File: src/rtl/hspc_pkg.sv
package hspc_pkg;

  localparam int TIME_W    = 32;
  localparam int SPEED_W   = 24;
  localparam int PWM_W     = 12;
  localparam int GAIN_W    = 16;
  localparam int PPR_W     = 8;
  localparam int CNT_W     = 2;
  localparam int HIDX_W    = 2;
  localparam int CFG_W     = 24;
  localparam int CFG_IDX_W = 3;
  localparam int INT_W     = 48;

  localparam int DIV_NUM_W = 56;
  localparam int DIV_DEN_W = 32;
  localparam int MUL_A_W   = 38;
  localparam int MUL_B_W   = 32;
  localparam int MUL_P_W   = MUL_A_W + MUL_B_W;

  localparam int DEF_MAX_SENSORS = 3;

  localparam logic [20:0]        SPEED_NUM = 21'd1608495;
  localparam logic [SPEED_W-1:0] SPEED_TOP = 24'hFF_FFFF;
  localparam logic [48:0]        INT_CAP   = 49'h1_0000_0000_0000;
  localparam logic [INT_W-1:0]   INT_HI    = 48'h7FFF_FFFF_FFFF;
  localparam logic [INT_W-1:0]   INT_LO    = 48'h8000_0000_0000;
  localparam logic [9:0]         MS_PER_S  = 10'd1000;

  // reciprocals of 1000: floor(2^47/1000), ceil(2^27/1000), ceil(2^36/1000)
  localparam logic [MUL_A_W-1:0] REC_HI  = 38'd140737488355;
  localparam logic [17:0]        REC_MID = 18'd134218;
  localparam logic [26:0]        REC_LO  = 27'd68719477;

  localparam logic [GAIN_W-1:0]  RST_PROP_GAIN = 16'd256;
  localparam logic [GAIN_W-1:0]  RST_INT_GAIN  = 16'd0;
  localparam logic [SPEED_W-1:0] RST_MAX_SPEED = 24'd25600;
  localparam logic [PWM_W-1:0]   RST_PWM_MAX   = 12'd255;
  localparam logic [PWM_W-1:0]   RST_PWM_MIN   = 12'd0;
  localparam logic [CNT_W-1:0]   RST_SENS_CNT  = 2'd3;
  localparam logic [PPR_W-1:0]   RST_PPR       = 8'd6;
  localparam logic [15:0]        RST_TIMEOUT   = 16'd500;

  typedef enum logic [CFG_IDX_W-1:0] {
    REG_PROP_GAIN      = 3'd0,
    REG_INTEGRAL_GAIN  = 3'd1,
    REG_MAX_SPEED      = 3'd2,
    REG_PWM_MAX        = 3'd3,
    REG_PWM_MIN        = 3'd4,
    REG_SENSOR_COUNT   = 3'd5,
    REG_PULSES_PER_REV = 3'd6,
    REG_STALL_TIMEOUT  = 3'd7
  } cfg_reg_t;

  typedef struct packed {
    logic                 start;
    logic [DIV_NUM_W-1:0] num;
    logic [DIV_DEN_W-1:0] den;
  } div_req_t;

  typedef struct packed {
    logic                 done;
    logic [DIV_NUM_W-1:0] quot;
    logic [DIV_DEN_W-1:0] rem;
  } div_rsp_t;

endpackage

File: src/rtl/hspc_div.sv
module hspc_div (
  input  logic                clk,
  input  logic                rst,
  input  hspc_pkg::div_req_t  dreq,
  output hspc_pkg::div_rsp_t  drsp
);
  import hspc_pkg::*;

  localparam int STEP_W = $clog2(DIV_NUM_W);

  logic                 busy;
  logic                 done;
  logic [STEP_W-1:0]    step;
  logic [DIV_NUM_W-1:0] quo;
  logic [DIV_DEN_W-1:0] rem;
  logic [DIV_DEN_W-1:0] den;
  logic [DIV_DEN_W:0]   trial;
  logic [DIV_DEN_W:0]   diff;

  assign trial = {rem, quo[DIV_NUM_W-1]};
  assign diff  = trial - {1'b0, den};

  always_ff @(posedge clk) begin
    if (rst) begin
      busy <= 1'b0;
      done <= 1'b0;
      step <= '0;
    end else begin
      done <= 1'b0;
      if (dreq.start) begin
        busy <= 1'b1;
        step <= '0;
        quo  <= dreq.num;
        rem  <= '0;
        den  <= dreq.den;
      end else if (busy) begin
        if (!diff[DIV_DEN_W]) begin
          rem <= diff[DIV_DEN_W-1:0];
          quo <= {quo[DIV_NUM_W-2:0], 1'b1};
        end else begin
          rem <= trial[DIV_DEN_W-1:0];
          quo <= {quo[DIV_NUM_W-2:0], 1'b0};
        end
        step <= step + 1'b1;
        if (step == STEP_W'(DIV_NUM_W - 1)) begin
          busy <= 1'b0;
          done <= 1'b1;
        end
      end
    end
  end

  assign drsp.done = done;
  assign drsp.quot = quo;
  assign drsp.rem  = rem;
endmodule

File: config.mk
export PLATFORM = sky130hd
export DESIGN_NAME = hspc_div
export DESIGN_NICKNAME = d
export VERILOG_FILES = /design/src/rtl/hspc_pkg.sv /design/src/rtl/hspc_div.sv
export SDC_FILE = /design/constraint.sdc
export NUM_CORES = 1
export LEC_CHECK = 0
export BUFFER_PORTS_ARGS = -buffer_cell sky130_fd_sc_hd__buf_2
export CAP_MARGIN = 5
export CELL_PAD_IN_SITES_DETAIL_PLACEMENT = 1
export CELL_PAD_IN_SITES_GLOBAL_PLACEMENT = 1
export CORE_AREA = 2 2 132 134
export CTS_CLUSTER_DIAMETER = 150
export DETAILED_ROUTE_END_ITERATION = 16
export DIE_AREA = 0 0 134 136
export PLACE_DENSITY = 0.91
export SYNTH_ARGS = -nofsm -noshare
export SYNTH_HDL_FRONTEND = slang
export SYNTH_SLANG_ARGS = --single-unit
File: constraint.sdc
create_clock -name clk -period 8.15 [get_ports clk]
set_clock_uncertainty 0.15 [all_clocks]
set_input_delay 0.815 -clock clk [delete_from_list [all_inputs] [get_ports clk]]
set_output_delay 0.815 -clock clk [all_outputs]
set_load 0.005 [all_outputs]
# Yosys cells after proc, flatten, opt, wreduce, memory -nomap -nowiden
# Index checks and enable logic that the tools add are counted.
# word_totals
inputBits	91
output_inout_bits	89
rom_bits	0
reg_bits	128
memories	0
latch_bits	0
mem_bits_rw	0
# op_classes
mux	9
shift	0
bitwise_logic	2
addsub	2
n_reduce_logical	5
magnitude_cmp	0
eq_ne	1
div_mod_pow	0
n_mul	0
# op_table
operator	n
2-to-1 mux 56 bit	2
2-to-1 mux 32 bit	2
subtractor 33 x 32 -> 33 bit	1
adder 6 x 1 -> 6 bit, second input constant	1
equality test 6 bit, second input constant	1
2-to-1 mux 1 bit	5
AND reduction 2 bit	2
OR reduction 3 bit	1
NOT 1 bit	2
nonzero test 2 bit	1
OR reduction 2 bit	1

# Logic depth before layout (Yosys ltp)
# depth
depth_word	4
depth_mapped	14

# Worst setup path after synthesis
# Ideal clock, no wire load.
# synth_path
path_type	input -> register
startpoint	in dreq[88] (netlist name)
endpoint	reg quo[0] (enable)
setup_time_ns	0.535
slack_ns	2.077
n_path_buf	3
arrival_time_ns	5.388
stages	5
required_ns	7.465
cell_sequence	clkbuf_1 -> clkbuf_1 -> clkbuf_1 -> nor2_1 -> nor2_1
# synth_via
elab_chain_len	2
# synth_rtl
item	line	rtl
start: declaration	hspc_div.sv:4	input hspc_pkg::div_req_t dreq,
nonzero test 2 bit (no line)	--	
AND reduction 2 bit (no line)	--	
end signal: assignment	hspc_div.sv:33	quo <= dreq.num;
end signal: assignment	hspc_div.sv:39	quo <= {quo[DIV_NUM_W-2:0], 1'b1};
end signal: assignment	hspc_div.sv:42	quo <= {quo[DIV_NUM_W-2:0], 1'b0};
end: declaration	hspc_div.sv:14	logic [DIV_NUM_W-1:0] quo;
# Every way passes these cells.
# A chain may end at the register's enable or synchronous reset.

# Worst setup path after layout
# layout_path
startpoint	reg rem[4]
endpoint	reg rem[0] (data pin)
# layout_via
elab_chain_len	3
# layout_rtl
item	line	rtl
start: declaration	hspc_div.sv:15	logic [DIV_DEN_W-1:0] rem;
start signal: assignment	hspc_div.sv:38	rem <= diff[DIV_DEN_W-1:0];
start signal: assignment	hspc_div.sv:41	rem <= trial[DIV_DEN_W-1:0];
subtractor 33 x 32 -> 33 bit	hspc_div.sv:21	assign diff = trial - {1'b0, den};
2-to-1 mux 32 bit	hspc_div.sv:37	if (!diff[DIV_DEN_W]) begin
2-to-1 mux 32 bit	hspc_div.sv:36	end else if (busy) begin
# Every way passes these cells. The select of a mux whose other input is x is not followed.

==> metrics.txt <==
status=completed; Post-Synthesis Net Count=between 700 and 800; main area contributors after synthesis=edfxtp_1 (52%), mux2_2 (9.1%), ha_1 (5.9%); RSZ-0062 raised after global routing=false; Final Hold Vio Count=0; DRT Pass-1 Iters=4; CTS tree=built; Die Height=136 um; global placement routability congestion=roughly 0.9; DRC=0; crit-path cells=ha_1, a21o_1, or3_1, o21a_1, a311o_1, a31oi_1, a221o_2, or2_1, mux2i_1, and2_1; synthesized cell area=0.00695 mm2; commonest non-fill, non-tap cell in the layout=buf_2; aggregate global routing overflow=0; CTS H-tree lvls=4; drt wl/cell=20.3 um; CTS Buffer Depth=2; reg2reg path depth=10; syn_area_per_cell=11.9 um2; Crit Path Class=flop to flop; Initial DRC Count=231; Achievable Freq=0.240 GHz; clk sinks=128; Worst-Margin Slew=1050 ps; Slew Viols, Final=0; Area Growth Syn to Fin=23.9%; synthesized flop and latch total=128; Max-Cap Viols=0; slowest CP cell=or2_1; Levels on crit path=10; area of the multi-input gates=0.00292 mm2; WP data arrival=~4200 ps; die area=0.0182 mm2; Placed Instances=around 960; Synth cell types=56; diode count=0; Root Driver=clkbuf_16; Finish-stage setup viols=0; overall routing resource usage=22.9%; Non-Filler Instances=996; row cnt=48; first-pass GRT wire length=between 30000 and 40000 um; Ys Warns=0; CTS buffer count=17; buffers added on ports=around 180; largest net degree at the start of global routing=56; period utilization=~51%; Clock Latency Late Sink=approximately 420 ps; initial core utilization=about two fifths; Clock transition at path regs=60 ps; vias in the first global route=5870; Mapped Cells=between 500 and 600; vias per cell=5.36; ys flop type=edfxtp_1; setup bufs post-CTS=0; Power Density=241 mW/mm2; WP buf/inv=0; Hold Path Class=flop to flop; CP required=8170 ps; Crit path largest cell delay=about 760 ps; post-synthesis async set-or-reset flop share=0%; post-synthesis sequential area ratio=between 50% and 60%; area share of the largest cell type after synthesis=51.8%; PostCTS Resize Cnt=0; Post-synth EDFFs=between 100 and 150; DR vias=~5300; Total Power=0.00207 W; Setup TNS=0 ps; biggest area consumer among synthesized cells=edfxtp_1; worst hold path cell count=2; ANT nets after route=0; CP top delay family=compound AO/OA/AOI/OAI gates; Post-Route WL=roughly 20000 um; die width=between 100 and 150 um; initial antenna violation count=1; area occupied by registers=0.00376 mm2; post-cts hold buffer count=0; Leak Pwr=3.58 nW; share of cells above drive strength 1=37.0%; Max Fanout on Critical Path=17; Worst setup SP type=flop; filler cell count=roughly 1800; nets=~880; VDD IR-drop max=around 0.15 mV; IO Count=180; Worst slew margin=29.9%; core region area=about 0.017 mm2; hpwl dp=around 15000 um; element type at the critical path end=flop; commonest non-fill, non-tap cells in the layout=buf_2 (178), edfxtp_1 (120), mux2_2 (56); crit path time final=4170 ps
-- cell type report --
type,count,share of cell area (%)
repair buffers,182,10.7
inverters,40,1.74
well taps,225,3.27
multi-input cells,389,33.9
flip-flops and latches,128,43.7
clock buffers,19,5.03
clock inverters,13,1.63
-- sequential cells by signal, summed over array words and instances (netlist names) --
name / count
busy: 1
step: 6
den: 32
rem: 32
quo: 56
done: 1
-- Yosys cell counts, drive strengths merged, types with 2 or more instances --
| master | n |
|---|---|
| edfxtp | 120 |
| mux2 | 56 |
| nor2 | 51 |
| a21oi | 44 |
| inv | 40 |
| ha | 33 |
| nand2 | 32 |
| clkbuf | 21 |
| xnor2 | 20 |
| o21ai | 16 |
| mux2i | 14 |
| nor3 | 12 |
| nand3 | 10 |
| xor2 | 10 |
| a21o | 9 |
| dfxtp | 8 |
| nand4 | 7 |
| a31oi | 6 |
| buf | 6 |
| nand2b | 6 |
| a211oi | 5 |
| nor2b | 4 |
| nor4 | 4 |
| o211ai | 4 |
| o21a | 4 |
| o21bai | 4 |
| o22ai | 4 |
| a31o | 3 |
| and2 | 3 |
| and3 | 3 |
| nor3b | 3 |
| a41oi | 2 |
| o311ai | 2 |
| o41ai | 2 |
| or2 | 2 |
| or3 | 2 |
-- report_power, final --
group	leakage (nW)	total [W]	internal, W	switching [W]
clock	0.271	0.000754	0.000450	0.000303
combinational	2.09	0.000498	0.000209	0.000289
sequential	1.21	0.000823	0.000789	0.0000342
total	3.58	0.00207	0.00145	0.000626
-- logic make-up after synthesis --
family	synth area share (%)
AO/OA/AOI/OAI	11.1
XOR/XNOR	3.78
adder cells (fa/ha/maj)	6.23
buffers and inverters	4.00
flip-flops	54.1
multiplexers	11.1
AND/OR/NAND/NOR	9.69
-- metrics by stage --
step	hold slack, ps	utilization [%]	setup slack [ps]	area [um2]
finish	382	51.0	3980	8610
global route	408	51.0	3690	8610
global placement	325	47.6	4040	8040
CTS	376	51.0	3960	8610
detailed placement	361	47.6	3940	8040
floorplan	304	-	2080	6950
-- final timing paths --
check	from	end	slack [ps]
hold reg to reg	step[5]	step[5]	380
setup / recovery	rem[4]	rem[0]	3980
hold / removal	step[5]	step[5]	380
setup reg to reg	rem[4]	rem[0]	3980
-- worst min-delay path: stages (launching register included) --
cell and delay [ps]:
dfxtp_1 320, o21ai_0 90, a21oi_1 70
-- routing by layer --
metal  vias to the layer above  wire [um]  global-route usage, %
li1                       2510          -                      -
met1                      2617       8160                   26.2
met2                       173      10200                   40.4
met3                        34       1260                   6.49
met4                         2        540                   9.28
met5                         -          8                      0
Power figures use the tool's default switching activity.
