$ cat config.mk
export PLATFORM = sky130hd
export DESIGN_NAME = hspc_mul
export DESIGN_NICKNAME = d
export VERILOG_FILES = /design/src/rtl/hspc_pkg.sv /design/src/rtl/hspc_mul.sv
export SDC_FILE = /design/constraint.sdc
export NUM_CORES = 2
export LEC_CHECK = 0
export BUFFER_PORTS_ARGS = -buffer_cell sky130_fd_sc_hd__buf_2
export CAP_MARGIN = 20
export CELL_PAD_IN_SITES_DETAIL_PLACEMENT = 2
export CELL_PAD_IN_SITES_GLOBAL_PLACEMENT = 2
export CORE_UTILIZATION = 38
export CTS_BUF_LIST = sky130_fd_sc_hd__clkbuf_16
export CTS_CLUSTER_DIAMETER = 200
export CTS_CLUSTER_SIZE = 30
export DETAILED_ROUTE_END_ITERATION = 10
export PLACE_DENSITY = 0.85
export SKIP_CTS_REPAIR_TIMING = 1
export SYNTH_ARGS = -nofsm -noshare
export SYNTH_HDL_FRONTEND = slang
export SYNTH_SLANG_ARGS = --single-unit
$ cat constraint.sdc
create_clock -name clk -period 6.4 [get_ports clk]
set_input_delay 0 -clock clk [delete_from_list [all_inputs] [get_ports clk]]
set_output_delay 0 -clock clk [all_outputs]
set_load 0.01 [all_outputs]
$ cat src/rtl/hspc_pkg.sv
package hspc_pkg;

  localparam int TIME_W    = 32;
  localparam int SPEED_W   = 24;
  localparam int PWM_W     = 12;
  localparam int GAIN_W    = 16;
  localparam int PPR_W     = 8;
  localparam int CNT_W     = 2;
  localparam int HIDX_W    = 2;
  localparam int CFG_W     = 24;
  localparam int CFG_IDX_W = 3;
  localparam int INT_W     = 48;

  localparam int DIV_NUM_W = 56;
  localparam int DIV_DEN_W = 32;
  localparam int MUL_A_W   = 38;
  localparam int MUL_B_W   = 32;
  localparam int MUL_P_W   = MUL_A_W + MUL_B_W;

  localparam int DEF_MAX_SENSORS = 3;

  localparam logic [20:0]        SPEED_NUM = 21'd1608495;
  localparam logic [SPEED_W-1:0] SPEED_TOP = 24'hFF_FFFF;
  localparam logic [48:0]        INT_CAP   = 49'h1_0000_0000_0000;
  localparam logic [INT_W-1:0]   INT_HI    = 48'h7FFF_FFFF_FFFF;
  localparam logic [INT_W-1:0]   INT_LO    = 48'h8000_0000_0000;
  localparam logic [9:0]         MS_PER_S  = 10'd1000;

  // reciprocals of 1000: floor(2^47/1000), ceil(2^27/1000), ceil(2^36/1000)
  localparam logic [MUL_A_W-1:0] REC_HI  = 38'd140737488355;
  localparam logic [17:0]        REC_MID = 18'd134218;
  localparam logic [26:0]        REC_LO  = 27'd68719477;

  localparam logic [GAIN_W-1:0]  RST_PROP_GAIN = 16'd256;
  localparam logic [GAIN_W-1:0]  RST_INT_GAIN  = 16'd0;
  localparam logic [SPEED_W-1:0] RST_MAX_SPEED = 24'd25600;
  localparam logic [PWM_W-1:0]   RST_PWM_MAX   = 12'd255;
  localparam logic [PWM_W-1:0]   RST_PWM_MIN   = 12'd0;
  localparam logic [CNT_W-1:0]   RST_SENS_CNT  = 2'd3;
  localparam logic [PPR_W-1:0]   RST_PPR       = 8'd6;
  localparam logic [15:0]        RST_TIMEOUT   = 16'd500;

  typedef enum logic [CFG_IDX_W-1:0] {
    REG_PROP_GAIN      = 3'd0,
    REG_INTEGRAL_GAIN  = 3'd1,
    REG_MAX_SPEED      = 3'd2,
    REG_PWM_MAX        = 3'd3,
    REG_PWM_MIN        = 3'd4,
    REG_SENSOR_COUNT   = 3'd5,
    REG_PULSES_PER_REV = 3'd6,
    REG_STALL_TIMEOUT  = 3'd7
  } cfg_reg_t;

  typedef struct packed {
    logic                 start;
    logic [DIV_NUM_W-1:0] num;
    logic [DIV_DEN_W-1:0] den;
  } div_req_t;

  typedef struct packed {
    logic                 done;
    logic [DIV_NUM_W-1:0] quot;
    logic [DIV_DEN_W-1:0] rem;
  } div_rsp_t;

endpackage

$ cat src/rtl/hspc_mul.sv
module hspc_mul (
  input  logic                         clk,
  input  logic [hspc_pkg::MUL_A_W-1:0] a,
  input  logic [hspc_pkg::MUL_B_W-1:0] b,
  output logic [hspc_pkg::MUL_P_W-1:0] p
);
  import hspc_pkg::*;

  always_ff @(posedge clk) begin
    p <= MUL_P_W'(a) * MUL_P_W'(b);
  end
endmodule

# Word level (Yosys, flattened, before mapping)
# Cells that the tools add are included.
# op_classes
mul,1
# ops
op,count
$mul A38 B32 Y70,1
# totals
reg_bits,70
input_bits,71
out_inout_bits,70
wordCells,2

# Logic depth before layout (Yosys ltp)
# depth
depth_word,1
depth_mapped,31
depth_no_buf,28

# Least setup slack after synthesis
# No wires, ideal clock.
# synth_timing
kind,input to register
start,in b[2] (netlist bit)
end,reg p[69] (netlist bit)
setup_time_ns,0.121
arrival_ns,6.755
required_ns,6.279
path_slack_ns,-0.476
stages,27
n_path_buf,3
cell_sequence,clkbuf_1 clkbuf_1 nand2_1 fa_1 inv_1 fa_1 inv_1 fa_1 fa_1 inv_1 fa_1 fa_1 fa_1 inv_1 fa_1 inv_1 ha_1 clkbuf_1 nand2_1 nor3_1 nor3b_2 a21oi_4 o41ai_4 a21oi_2 o221ai_1 a21oi_1 xnor2_1
# synth_between
elab_chain_cells,1
# synth_lines
element,line_no,rtl
from (decl),hspc_mul.sv:4,"input logic [hspc_pkg::MUL_B_W-1:0] b,"
$mul A38 B32 Y70,hspc_mul.sv:10,p <= MUL_P_W'(a) * MUL_P_W'(b);
to (signal assigned),hspc_mul.sv:10,
to (decl),hspc_mul.sv:5,output logic [hspc_pkg::MUL_P_W-1:0] p
# No other way between the ends.

# Worst setup path after layout
# layout_timing
start,in a[17] (netlist bit)
end,reg p[67] (netlist bit)
# layout_between
elab_chain_cells,1
# layout_lines
element,line_no,rtl
from (decl),hspc_mul.sv:3,"input logic [hspc_pkg::MUL_A_W-1:0] a,"
$mul A38 B32 Y70,hspc_mul.sv:10,
# No other way between the ends.

==> metrics.cfg <==
[floorplan]
floorplan.core_area_sq_um = 105000
floorplan.die.width_um = 328
io_pins = 141
start_util_pct = 38.3
die_h_um = 328
dieArea_sq_um = 107000
fp-row-count = 119

[yosys]
synthDominantAreaCellType = sky130_fd_sc_hd__fa_1
average_footprint_of_a_synthesized_cell_sq_um = 9.10
synth_common_cells = sky130_fd_sc_hd__inv_1 (1,086), sky130_fd_sc_hd__fa_1 (1,076), sky130_fd_sc_hd__nand2_1 (744)
yosysMostFrequentCell = sky130_fd_sc_hd__inv_1
postSynth.asyncResetShare_pct = 0
synth_fp_nets = 5840
synth_largest_type_area_fraction_pct = 53.5
netlist-cell-type-count = 66
synth_cells = 4424
yosys_register_bits = 70
yosys_warnings = 0
proportion_of_synthesized_chip_area_in_sequential_cells_pct = 3.48
synthFlopType = sky130_fd_sc_hd__dfxtp_1
synth.cell_area_sq_um = 40300
synth_top_cells_by_area = sky130_fd_sc_hd__fa_1 (53%), sky130_fd_sc_hd__inv_1 (10%), sky130_fd_sc_hd__ha_1 (8.4%)
number_of_synthesized_flops_with_an_enable_pin = 0

[clock_network]
cts_tree = built
clock_sinks = 70
numCtsBuffers = 9
cts_max_path_buffers = 2
ctsRootBufferMaster = sky130_fd_sc_hd__clkbuf_16
cts.clk_slew.worst_paths_ps = 80
clock_tree.htree_level_count = 3

[grt]
global_route_met1_usage_pct = 35.7
grt_pass1_vias = 43400
gr-usage-met2_pct = 68.2
global_route.usage.met3_pct = 8.52
grt_most_used_layer = met2
pin_count_of_the_biggest_net_entering_global_routing = 33
initial_antenna_violation_count = 25
global_route_wire_length_before_repair_um = 292000
gr-usage-all-layers_pct = 38.0
overflow = 0

[timing]
worst_pin_slew_ps = 725
max_clock_freq_ghz = 0.115
timing.final.hold_violations = 0
setup_viol = 51
max-slew-margin-rel_pct = 51.5
final_period_minus_worst_setup_slack_ps = 8680
rsz0062_at_grt = true
timing.final.crit_share_pct = 136
final_max_slew_viol_count = 0
finalWorstSetupSlack_ps = -2280

[place]
detailedPlace.worstSlack_ps = -1660
postPlaceCellArea_sq_um = 46300
gpl.final_weighted_congestion = 0.868
detailed_placement_hpwl_um = 169000
io_buffers = 140

[layout]
largest_register_ffs = 70
finalInstanceArea_sq_um = 48400
registers.top_by_ff_count = p
areaGrowthSynthToFinish_pct = 20.2
filler_cell_count = 11200
reg.largest.list = p: 70 flops
layout-drive-gt1-share_pct = 20.1
layout.nets = 6269
final_core_utilization_pct = 46.1

[worst_setup_path]
critical_path_endpoint_category = flip-flop
worstSetupStartpointType = input port
worstSetupPathType = input port to flip-flop
timing.critical_path.arrival_ps = 8980
worstPathMaxFanout = 17
timing.critical_path.required_ps = 6700

[drt]
detail_route.wl_per_cell_um = 39.4
routed_wirelength_um = 247000
route.vias.total = 37900
routed_via_density = 6.06
post_route_antenna_net_violation_count = 0
drcViolationCount = 0
detail_route.first_pass.iterations = 5
dr.first_iter.drc_count = 2899

[outcome]
violations = negative setup slack
outcome = complete, but fails checks

[min_path]
min_from = a[0]
hold_class = input port to flip-flop
hold_depth = 3
min_delay_worst_endpoint = p[0]

[run]
cap_viol_max_count = 0

per-layer routing:
layer / share of wire, % / wire length [um]
met2: 47 / 117000
met3: 9.8 / 24200
met1: 29 / 71700
met5: 0.093 / 230
met4: 14 / 33400
stage by stage:
step / instances / setup TNS (ps) / hold slack, ps
after global placement: 6186 / -24480 / 395
after detailed placement: 6186 / -56230 / 400
after global routing: 6249 / -68500 / 330
final: 6264 / -68070 / 353
after floorplan: 4424 / -795 / 127
after CTS: 6202 / -38750 / 330
cells by family (layout without fill, tap and decap cells):
group                    Yosys count  in the layout  synth area share (%)
AND/OR/NAND/NOR                 1378           1378                  16.5
XOR/XNOR                          70             70                  1.52
flip-flops                        70             70                  3.48
AO/OA/AOI/OAI                    214            214                  4.01
adder cells (fa/ha/maj)         1345           1345                  61.8
other                              0             15                     0
buffers and inverters           1347           1781                  12.6
area by class of cell:
type | instances | area [sq um] | area share (%)
timing repair buffer | 679 | 5830 | 12.0
sequential | 70 | 1400 | 2.89
tap | 1391 | 1740 | 3.60
antenna | 15 | 37.5 | 0.0775
clock inverter | 7 | 76.3 | 0.158
multi-input combinational | 3007 | 35000 | 72.3
clock buffer | 9 | 225 | 0.465
inverter | 1086 | 4100 | 8.46
worst max path at each step:
stage,from,endpoint,slack (ps)
5_1_grt,a[17],p[67],-2320
3_5_place_dp,b[5],p[69],-1660
4_1_cts,b[5],p[69],-1360
2_1_floorplan,b[8],p[67],-120
6_report,a[17],p[67],-2280
3_3_place_gp,b[5],p[47],-850
critical path: stages:
cell                       delay, ps
sky130_fd_sc_hd__buf_4           290
sky130_fd_sc_hd__and2_1          270
sky130_fd_sc_hd__fa_1            520
sky130_fd_sc_hd__fa_1            820
sky130_fd_sc_hd__inv_1           150
sky130_fd_sc_hd__fa_1            480
sky130_fd_sc_hd__fa_1            510
sky130_fd_sc_hd__inv_1           290
sky130_fd_sc_hd__fa_2            660
sky130_fd_sc_hd__fa_1            500
sky130_fd_sc_hd__fa_1            470
sky130_fd_sc_hd__fa_1            940
sky130_fd_sc_hd__ha_2            470
sky130_fd_sc_hd__a21o_1          200
sky130_fd_sc_hd__a21o_1          220
sky130_fd_sc_hd__a221oi_4        550
sky130_fd_sc_hd__o221ai_4        250
sky130_fd_sc_hd__a21oi_4         370
sky130_fd_sc_hd__o21ai_2         120
sky130_fd_sc_hd__a21boi_2        270
sky130_fd_sc_hd__o21ai_4         150
sky130_fd_sc_hd__a41oi_2         240
sky130_fd_sc_hd__xnor2_1         150
cell usage in the layout, fill, tap and decap left out, types with 7 or more instances in the layout:
| cell | n |
|---|---|
| sky130_fd_sc_hd__dfxtp_1 | 70 |
| sky130_fd_sc_hd__fa_1 | 1008 |
| sky130_fd_sc_hd__a21oi_4 | 13 |
| sky130_fd_sc_hd__ha_1 | 249 |
| sky130_fd_sc_hd__buf_2 | 93 |
| sky130_fd_sc_hd__a21oi_1 | 42 |
| sky130_fd_sc_hd__nor2_2 | 7 |
| sky130_fd_sc_hd__inv_2 | 26 |
| sky130_fd_sc_hd__nand3_1 | 13 |
| sky130_fd_sc_hd__xor2_1 | 20 |
| sky130_fd_sc_hd__clkbuf_4 | 21 |
| sky130_fd_sc_hd__nand4_1 | 18 |
| sky130_fd_sc_hd__nor2_1 | 27 |
| sky130_fd_sc_hd__xnor2_2 | 11 |
| sky130_fd_sc_hd__ha_4 | 17 |
| sky130_fd_sc_hd__buf_12 | 58 |
| sky130_fd_sc_hd__and2_4 | 8 |
| sky130_fd_sc_hd__nand2_2 | 8 |
| sky130_fd_sc_hd__inv_1 | 1054 |
| sky130_fd_sc_hd__o21ai_2 | 10 |
| sky130_fd_sc_hd__nand2_4 | 10 |
| sky130_fd_sc_hd__a21oi_2 | 24 |
| sky130_fd_sc_hd__o21bai_1 | 10 |
| sky130_fd_sc_hd__xnor2_1 | 33 |
| sky130_fd_sc_hd__diode_2 | 15 |
| sky130_fd_sc_hd__fa_2 | 68 |
| sky130_fd_sc_hd__o21ai_1 | 8 |
| sky130_fd_sc_hd__clkbuf_16 | 9 |
| sky130_fd_sc_hd__a21o_1 | 34 |
| sky130_fd_sc_hd__and2_1 | 519 |
| sky130_fd_sc_hd__buf_6 | 47 |
| sky130_fd_sc_hd__buf_4 | 453 |
| sky130_fd_sc_hd__o21ai_0 | 14 |
| sky130_fd_sc_hd__nand2_1 | 726 |
Power is not shown: default switching activity piles up to over one toggle a cycle in this logic, so the estimate is an artifact.
